`src/rtl/rlcd_pkg.sv`:
```
`default_nettype none

package rlcd_pkg;

    localparam int COLOUR_W     = 24;
    localparam int BITS_PER_LED = 24;
    localparam int CFG_IDX_W    = 3;
    localparam int CFG_DATA_W   = 16;

    localparam logic [7:0]  RST_ZERO_HIGH = 8'd7;
    localparam logic [7:0]  RST_ONE_HIGH  = 8'd18;
    localparam logic [7:0]  RST_PERIOD    = 8'd25;
    localparam logic [15:0] RST_LATCH     = 16'd20000;
    localparam logic [6:0]  RST_LEDS      = 7'd64;

    localparam logic FUNC_TICK = 1'b0;
    localparam logic FUNC_SET  = 1'b1;

    typedef enum logic [CFG_IDX_W-1:0] {
        CFG_ZERO_HIGH = 3'd0,
        CFG_ONE_HIGH  = 3'd1,
        CFG_PERIOD    = 3'd2,
        CFG_LATCH     = 3'd3,
        CFG_LEDS      = 3'd4
    } t_cfg_idx;

    typedef enum logic [2:0] {
        PH_IDLE  = 3'b001,
        PH_SEND  = 3'b010,
        PH_LATCH = 3'b100
    } t_phase;

    typedef struct packed {
        logic       func;
        logic [7:0] led_index;
        logic [7:0] red;
        logic [7:0] green;
        logic [7:0] blue;
    } t_in_item;

    typedef struct packed {
        logic line_level;
        logic frame_busy;
    } t_out_item;

endpackage

`default_nettype wire

```
`src/rtl/rlcd_store.sv`:
```
`default_nettype none

module rlcd_store #(
    parameter int MAX_LEDS = 64,
    parameter int AW       = 6
) (
    input  wire                              i_clk,
    input  wire                              i_rst_n,
    input  wire                              i_wr_en,
    input  wire  [AW-1:0]                    i_wr_addr,
    input  wire  [rlcd_pkg::COLOUR_W-1:0]    i_wr_data,
    input  wire  [AW-1:0]                    i_rd_addr,
    output logic [rlcd_pkg::COLOUR_W-1:0]    o_rd_data
);

    logic [rlcd_pkg::COLOUR_W-1:0] r_mem [0:MAX_LEDS-1];
    logic [MAX_LEDS-1:0]           r_valid;
    logic [rlcd_pkg::COLOUR_W-1:0] r_rd;
    logic                          r_rd_vld;
    logic                          rd_in_range;
    logic                          wr_hit;

    assign rd_in_range = ({1'b0, i_rd_addr} < (AW+1)'(MAX_LEDS));
    assign wr_hit      = i_wr_en && (i_wr_addr == i_rd_addr);

    always_ff @(posedge i_clk) begin
        if (i_wr_en) begin
            r_mem[i_wr_addr] <= i_wr_data;
        end
        // write-first: a beat written this cycle is seen by the read
        if (wr_hit) begin
            r_rd <= i_wr_data;
        end else if (rd_in_range) begin
            r_rd <= r_mem[i_rd_addr];
        end else begin
            r_rd <= '0;
        end
    end

    always_ff @(posedge i_clk) begin
        if (!i_rst_n) begin
            r_valid  <= '0;
            r_rd_vld <= 1'b0;
        end else begin
            if (i_wr_en) begin
                r_valid[i_wr_addr] <= 1'b1;
            end
            r_rd_vld <= wr_hit || (rd_in_range && r_valid[i_rd_addr]);
        end
    end

    // entries never written read as zero
    assign o_rd_data = r_rd_vld ? r_rd : '0;

endmodule

`default_nettype wire

```
`src/rtl/rgb_led_chain_driver.sv`:
```
// A result is registered when its item is accepted.
// Throughput: one item per cycle; the result register frees itself in the
// cycle it is taken, so input ready only drops while a result is stalled.
// The colour store is read ahead through its registered port.
// Reset: synchronous, active low; control and config registers return to
// defaults, the store reads as zero through per-entry valid bits, with no clearing pass.
`default_nettype none

module rgb_led_chain_driver #(
    parameter int MAX_LEDS = 64
) (
    input  wire                                   i_clk,
    input  wire                                   i_rst_n,
    input  wire                                   i_in_valid,
    output logic                                  o_in_ready,
    input  wire  rlcd_pkg::t_in_item              i_in,
    output logic                                  o_out_valid,
    input  wire                                   i_out_ready,
    output rlcd_pkg::t_out_item                   o_out,
    input  wire                                   i_cfg_valid,
    output logic                                  o_cfg_ready,
    input  wire  [rlcd_pkg::CFG_IDX_W-1:0]        i_cfg_index,
    input  wire  [rlcd_pkg::CFG_DATA_W-1:0]       i_cfg_data
);

    localparam int AW = (MAX_LEDS > 1) ? $clog2(MAX_LEDS) : 1;
    localparam int UW = 9;

    logic [7:0]  r_zero_high;
    logic [7:0]  r_one_high;
    logic [7:0]  r_period;
    logic [15:0] r_latch;
    logic [6:0]  r_leds;

    rlcd_pkg::t_phase r_phase, n_phase;
    logic             r_pending, n_pending;
    logic [AW-1:0]    r_led, n_led;
    logic [4:0]       r_bit, n_bit;
    logic [15:0]      r_tick, n_tick;
    logic [rlcd_pkg::COLOUR_W-1:0] r_shift, n_shift;
    logic             r_line, n_line;

    rlcd_pkg::t_out_item r_out;
    logic                r_out_valid;

    logic                          in_acc;
    logic                          wr_en;
    logic [AW-1:0]                 rd_addr;
    logic [rlcd_pkg::COLOUR_W-1:0] rd_colour;
    logic [rlcd_pkg::COLOUR_W-1:0] wr_colour;
    logic [UW-1:0]                 used;
    logic                          busy;
    logic [7:0]                    high;
    logic [16:0]                   tick1;
    logic [4:0]                    bit1;
    logic [UW-1:0]                 led1;

    assign o_cfg_ready = 1'b1;
    assign o_in_ready  = !r_out_valid || i_out_ready;
    assign in_acc      = i_in_valid && o_in_ready;
    assign o_out_valid = r_out_valid;
    assign o_out       = r_out;

    assign used = ({2'b00, r_leds} > UW'(MAX_LEDS)) ? UW'(MAX_LEDS) : {2'b00, r_leds};
    assign wr_colour = {i_in.green, i_in.red, i_in.blue};

    // prefetch the colour that the next load will need
    assign rd_addr = (n_phase == rlcd_pkg::PH_SEND) ? (n_led + AW'(1)) : '0;

    rlcd_store #(
        .MAX_LEDS (MAX_LEDS),
        .AW       (AW)
    ) u_store (
        .i_clk     (i_clk),
        .i_rst_n   (i_rst_n),
        .i_wr_en   (wr_en),
        .i_wr_addr (i_in.led_index[AW-1:0]),
        .i_wr_data (wr_colour),
        .i_rd_addr (rd_addr),
        .o_rd_data (rd_colour)
    );

    always_comb begin
        n_phase   = r_phase;
        n_pending = r_pending;
        n_led     = r_led;
        n_bit     = r_bit;
        n_tick    = r_tick;
        n_shift   = r_shift;
        n_line    = r_line;
        wr_en     = 1'b0;
        busy      = (r_phase != rlcd_pkg::PH_IDLE);
        high      = '0;
        tick1     = '0;
        bit1      = '0;
        led1      = '0;
        if (in_acc) begin
            if (i_in.func == rlcd_pkg::FUNC_SET) begin
                if ({1'b0, i_in.led_index} < used) begin
                    wr_en     = 1'b1;
                    n_pending = 1'b1;
                end
            end else begin
                if (r_phase == rlcd_pkg::PH_IDLE && r_pending) begin
                    n_pending = 1'b0;
                    n_led     = '0;
                    n_bit     = '0;
                    n_tick    = '0;
                    if (used == '0) begin
                        n_phase = rlcd_pkg::PH_LATCH;
                    end else begin
                        n_phase = rlcd_pkg::PH_SEND;
                        n_shift = rd_colour;
                    end
                end
                busy = (n_phase != rlcd_pkg::PH_IDLE);
                unique case (n_phase)
                    rlcd_pkg::PH_SEND: begin
                        high   = n_shift[rlcd_pkg::COLOUR_W-1] ? r_one_high : r_zero_high;
                        n_line = ({8'b0, high} > n_tick);
                        tick1  = {1'b0, n_tick} + 17'd1;
                        if (tick1 >= {9'b0, r_period}) begin
                            n_tick  = '0;
                            n_shift = {n_shift[rlcd_pkg::COLOUR_W-2:0], 1'b0};
                            bit1    = n_bit + 5'd1;
                            n_bit   = bit1;
                            if (bit1 >= 5'(rlcd_pkg::BITS_PER_LED)) begin
                                led1 = UW'(n_led) + UW'(1);
                                if (led1 >= used) begin
                                    n_phase = rlcd_pkg::PH_LATCH;
                                    n_bit   = '0;
                                    n_led   = '0;
                                end else begin
                                    n_led   = led1[AW-1:0];
                                    n_shift = rd_colour;
                                    n_bit   = '0;
                                end
                            end
                        end else begin
                            n_tick = tick1[15:0];
                        end
                    end
                    rlcd_pkg::PH_LATCH: begin
                        n_line = 1'b0;
                        tick1  = {1'b0, n_tick} + 17'd1;
                        if (tick1 >= {1'b0, r_latch}) begin
                            n_phase = rlcd_pkg::PH_IDLE;
                            n_tick  = '0;
                        end else begin
                            n_tick = tick1[15:0];
                        end
                    end
                    default: begin
                        n_line = 1'b0;
                    end
                endcase
            end
        end
    end

    always_ff @(posedge i_clk) begin
        if (!i_rst_n) begin
            r_zero_high <= rlcd_pkg::RST_ZERO_HIGH;
            r_one_high  <= rlcd_pkg::RST_ONE_HIGH;
            r_period    <= rlcd_pkg::RST_PERIOD;
            r_latch     <= rlcd_pkg::RST_LATCH;
            r_leds      <= rlcd_pkg::RST_LEDS;
        end else if (i_cfg_valid) begin
            unique case (rlcd_pkg::t_cfg_idx'(i_cfg_index))
                rlcd_pkg::CFG_ZERO_HIGH: r_zero_high <= i_cfg_data[7:0];
                rlcd_pkg::CFG_ONE_HIGH:  r_one_high  <= i_cfg_data[7:0];
                rlcd_pkg::CFG_PERIOD:    r_period    <= i_cfg_data[7:0];
                rlcd_pkg::CFG_LATCH:     r_latch     <= i_cfg_data;
                rlcd_pkg::CFG_LEDS:      r_leds      <= i_cfg_data[6:0];
                default: begin
                end
            endcase
        end
    end

    always_ff @(posedge i_clk) begin
        if (!i_rst_n) begin
            r_phase     <= rlcd_pkg::PH_IDLE;
            r_pending   <= 1'b0;
            r_led       <= '0;
            r_bit       <= '0;
            r_tick      <= '0;
            r_shift     <= '0;
            r_line      <= 1'b0;
            r_out_valid <= 1'b0;
        end else begin
            r_phase   <= n_phase;
            r_pending <= n_pending;
            r_led     <= n_led;
            r_bit     <= n_bit;
            r_tick    <= n_tick;
            r_shift   <= n_shift;
            r_line    <= n_line;
            if (in_acc) begin
                r_out_valid <= 1'b1;
            end else if (i_out_ready) begin
                r_out_valid <= 1'b0;
            end
        end
    end

    always_ff @(posedge i_clk) begin
        if (in_acc) begin
            r_out.line_level <= n_line;
            r_out.frame_busy <= busy;
        end
    end

    a_bit_in_range: assert property (@(posedge i_clk) disable iff (!i_rst_n)
        r_bit < 5'(rlcd_pkg::BITS_PER_LED))
        else $error("bit pointer out of range");

    a_idle_tick_clear: assert property (@(posedge i_clk) disable iff (!i_rst_n)
        (r_phase == rlcd_pkg::PH_IDLE) |-> (r_tick == '0))
        else $error("tick counter not cleared in idle");

    a_idle_line_low: assert property (@(posedge i_clk) disable iff (!i_rst_n)
        (in_acc && i_in.func == rlcd_pkg::FUNC_TICK && r_phase == rlcd_pkg::PH_IDLE
            && !r_pending) |=> (!r_line && !r_out.frame_busy))
        else $error("line driven while idle");

    a_accept_fills_out: assert property (@(posedge i_clk) disable iff (!i_rst_n)
        in_acc |=> r_out_valid)
        else $error("accepted beat produced no result");

endmodule

`default_nettype wire
```
`config.mk`:
```
export PLATFORM = sky130hd
export DESIGN_NAME = rgb_led_chain_driver
export DESIGN_NICKNAME = d
export VERILOG_FILES = /design/src/rtl/rlcd_pkg.sv /design/src/rtl/rlcd_store.sv /design/src/rtl/rgb_led_chain_driver.sv
export SDC_FILE = /design/constraint.sdc
export NUM_CORES = 2
export LEC_CHECK = 0
export BUFFER_PORTS_ARGS = -buffer_cell sky130_fd_sc_hd__buf_2
export CELL_PAD_IN_SITES_DETAIL_PLACEMENT = 1
export CELL_PAD_IN_SITES_GLOBAL_PLACEMENT = 1
export CORE_ASPECT_RATIO = 1.25
export CORE_UTILIZATION = 50
export CTS_CLUSTER_SIZE = 12
export DETAILED_ROUTE_END_ITERATION = 10
export GPL_ROUTABILITY_DRIVEN = 1
export HOLD_SLACK_MARGIN = 0.03
export PLACE_DENSITY = 0.78
export SYNTH_ARGS = -nofsm -noshare
export SYNTH_HDL_FRONTEND = slang
export SYNTH_SLANG_ARGS = --single-unit
```
`constraint.sdc`:
```
create_clock -name i_clk -period 14.7 [get_ports i_clk]
set_input_delay 1.47 -clock i_clk [delete_from_list [all_inputs] [get_ports i_clk]]
set_output_delay 1.47 -clock i_clk [all_outputs]
set_load 0.05 [all_outputs]
```
==> out/metrics.yaml <==
outcome:
  status: "finished, final reports clean"
synth:
  postSynthCellCount: 3523
  syn_nets: 3628
  synthArstFlopShare_pct: 0
  seq_area_frac_synth_pct: 73.1
  synth_cell_type_count: 92
  synth_ff_type: "edfxtp_1"
  synthMuxAreaShare_pct: 17.2
  synth_fa_ha_area_share_pct: 0.899
  syn-cell-area_um2: 67900
  synth-simple-area-share_pct: 4.47
  synth_top_family_by_area: "multiplexers"
  synth_xor_xnor_area_share_pct: 0.297
  synth_edf_count: 1538
  ys_ff_latch: 1713
  yosys_warnings: 0
  avgSynthCellArea_um2: 19.3
  synth_compound_area_share_pct: 2.68
clock_network:
  clkTransAtPathRegs_ns: 0.06
  insertion_delay_ns: 0.81
  cts_repair_resize_count: 0
  cts_tree: "yes"
  post_cts_buffers: 0
  htree_levels: 4
  hold_buffers: 0
  clock-root-buffer: "clkbuf_16"
  numCtsBuffers: 169
  clock_sinks: 1713
  cts_buffer_depth: 3
setup_path:
  rr_endpoint: "u_store.r_rd_vld"
  slowest_stage: "nor2_2"
  end_kind: "flop"
  r2r_cells: 26
  critical_path.most_common_cell: "ha_1"
  crit_required_ns: 15.35
  critPathLaunch: "r_phase[2]"
  cp_data_arrival_time_ns: 8.36
  reg2reg_from: "r_phase[2]"
  start_kind: "flop"
  crit_type: "flop to flop"
  slowest_delay_ns: 0.77
  reg2reg_setup_slack_ns: 6.99
  crit_fanout: 30
global_routing:
  grt_usage_pct: 27.6
  antenna_found_initial: 7
  grt_overflow_total: 0
  grt_max_degree: 127
  grt_pass1_vias: 37400
  grt_pass1_wl_um: 268000
floorplan:
  core_area_um2: 134000
  fp.dieW_um: 332
  initial_core_util_pct: 50.6
  std_cell_rows: 150
  design.die.area_um2: 137000
  ioPinCount: 62
  die_h_um: 414
place:
  gp_congestion: 0.855
  io_buffer_count: 60
  dpl.hpwl_um: 104000
hold_path:
  whs_path_depth: 2
  holdPathEnd: "r_one_high[2]"
  hold_start: "r_one_high[2]"
  hold_path_class: "flop to flop"
timing:
  max_freq_mhz: 130
  skew_ns: 0.0337
  tns_ns: 0
  slew_headroom_pct: 15.3
  post-route-period-util_pct: 52.5
  final_hold_viol_count: 0
  maxSlewViolCount: 0
  grt_setup_unrepaired: "no"
  worstMarginPinSlew_ns: 1.27
  min_period_ns: 7.71
  setup-violations-final: 0
power_and_ir_drop:
  p_leak_nw: 23.1
  vdd_drop_max_mv: 0.125
  power_density_nw_per_um2: 125
  total_power_w: 0.00951
route:
  ant_nets: 0
  dr.pass1.iters: 6
  dr_total_vias: 35900
  routed_wl_um: 188000
  drt_iter0_drc: 4018
  drc: 0
  avgRoutedWirePerCell_um: 34.1
  vias_per_cell: 6.53
flow_run:
  maxCapViolations: 0
cells_and_area:
  fin_nets: 3763
  final_cell_mix: "edfxtp_1, mux4_2, nor2_1"
  utilization_pct: 56.6
  drive_gt1_share_pct: 25.8
  final_common_cell: "edfxtp_1"
  area_delta_synth_final_pct: 11.8
-- metrics by stage --
stage | hold slack, ns | area, um^2 | std cells | setup WS (ns)
floorplan | 0.432 | 67900 | 3523 | 7.97
global placement | 0.442 | 71000 | 5235 | 7.19
detailed placement | 0.450 | 71000 | 5235 | 7.10
CTS | 0.462 | 75900 | 5490 | 7.04
global route | 0.481 | 75900 | 5493 | 6.43
finish | 0.459 | 75900 | 5495 | 6.99
-- report_power, final --
group          switching (W)  internal [W]  leakage [nW]
clock                0.00179       0.00224          2.41
sequential        0.00000672       0.00531          15.2
combinational       0.000132     0.0000304          5.41
-- logic make-up (layout without fill, tap and decap cells) --
family | after synthesis | in the layout
DFF | 1713 | 1713
buffers and inverters | 231 | 450
and+or+nand+nor | 685 | 685
adders and majority gates | 49 | 49
AOI/OAI and AO/OA | 284 | 284
xor gates and xnor gates | 23 | 23
other | 1 | 6
muxes | 537 | 537
-- critical path: cells and delay by family (launching register included) --
kind,cells,cell delay (ns)
xor+xnor,1,0.08
compound gates,8,1.93
buf+inv,4,0.96
fa+ha+maj,3,0.98
simple gates,10,3.14
flops,1,0.47
-- state kept, by name, indices dropped and copies added, names as in the netlist, named ones only --
register / count
r_led: 6
u_store.r_valid: 64
r_one_high: 8
r_leds: 7
r_period: 8
r_zero_high: 8
r_latch: 16
r_tick: 16
u_store.r_mem: 1536
r_line: 1
r_phase: 3
r_bit: 5
r_pending: 1
u_store.r_rd_vld: 1
o_out_valid: 1
r_shift: 24
o_out: 2
-- worst max path at each step --
stage,endpoint,slack [ns],cells after the start
after floorplan,u_store.r_rd_vld,7.97,33
after global placement,u_store.r_rd_vld,7.19,26
after detailed placement,u_store.r_rd_vld,7.10,26
after CTS,u_store.r_rd_vld,7.04,26
after global routing,u_store.r_rd_vld,6.43,26
final,u_store.r_rd_vld,6.99,26
-- cells in the mapped netlist (3+ instances only) --
cell	number	area, um^2
o31a_1	4	35.0
edfxtp_1	1538	46200
xnor2_1	13	114
nand2b_1	11	68.8
and4_1	3	26.3
and3_1	6	37.5
a311oi_1	3	26.3
inv_1	39	146
o22ai_1	4	25.0
ha_1	48	601
o31ai_1	5	37.5
a211oi_1	6	45.0
nand3_1	42	210
nor2b_1	8	50.1
and2_1	18	113
nor3_1	12	60.1
a21o_1	7	52.6
nand2_1	209	785
nand3b_1	5	37.5
o2111ai_1	4	35.0
clkbuf_1	138	518
nor4_2	3	37.5
a31oi_1	5	31.3
nor4_1	7	43.8
mux4_2	504	11400
a32oi_1	5	43.8
a22oi_1	15	113
xor2_1	10	87.6
o21ai_0	73	365
o221ai_1	3	26.3
buf_2	6	30.0
mux2i_1	22	220
buf_1	41	154
dfxtp_1	175	3500
o211ai_1	37	278
or3_1	7	43.8
a21oi_2	3	26.3
nand4_1	8	50.1
mux2_2	9	101
or4_1	10	75.1
o21ai_1	4	20.0
a31o_1	3	26.3
a21oi_1	78	390
nor2_1	315	1180
-- cell type report --
type / count / area [um^2]
Timing Repair Buffer: 151 / 1030
Antenna cell: 5 / 12.5
Inverter: 44 / 169
Fill cell: 11600 / 58300
Multi-Input combinational cell: 1579 / 17900
Clock inverter: 31 / 388
Clock buffer: 224 / 4580
Sequential cell: 1713 / 49700
Tap cell: 1748 / 2190
-- per-layer routing --
| metal | track usage, % | routed length [um] | up-vias | share of wire [%] |
|---|---|---|---|---|
| met4 | 10.4 | 6790 | 2 | 3.6 |
| li1 | - | - | 14500 | - |
| met1 | 35.6 | 70100 | 19100 | 37 |
| met2 | 47.1 | 95700 | 1874 | 51 |
| met3 | 4.65 | 15100 | 366 | 8.0 |
| met5 | 0 | 13 | - | 0.0069 |
Power figures use the tool's default switching activity.
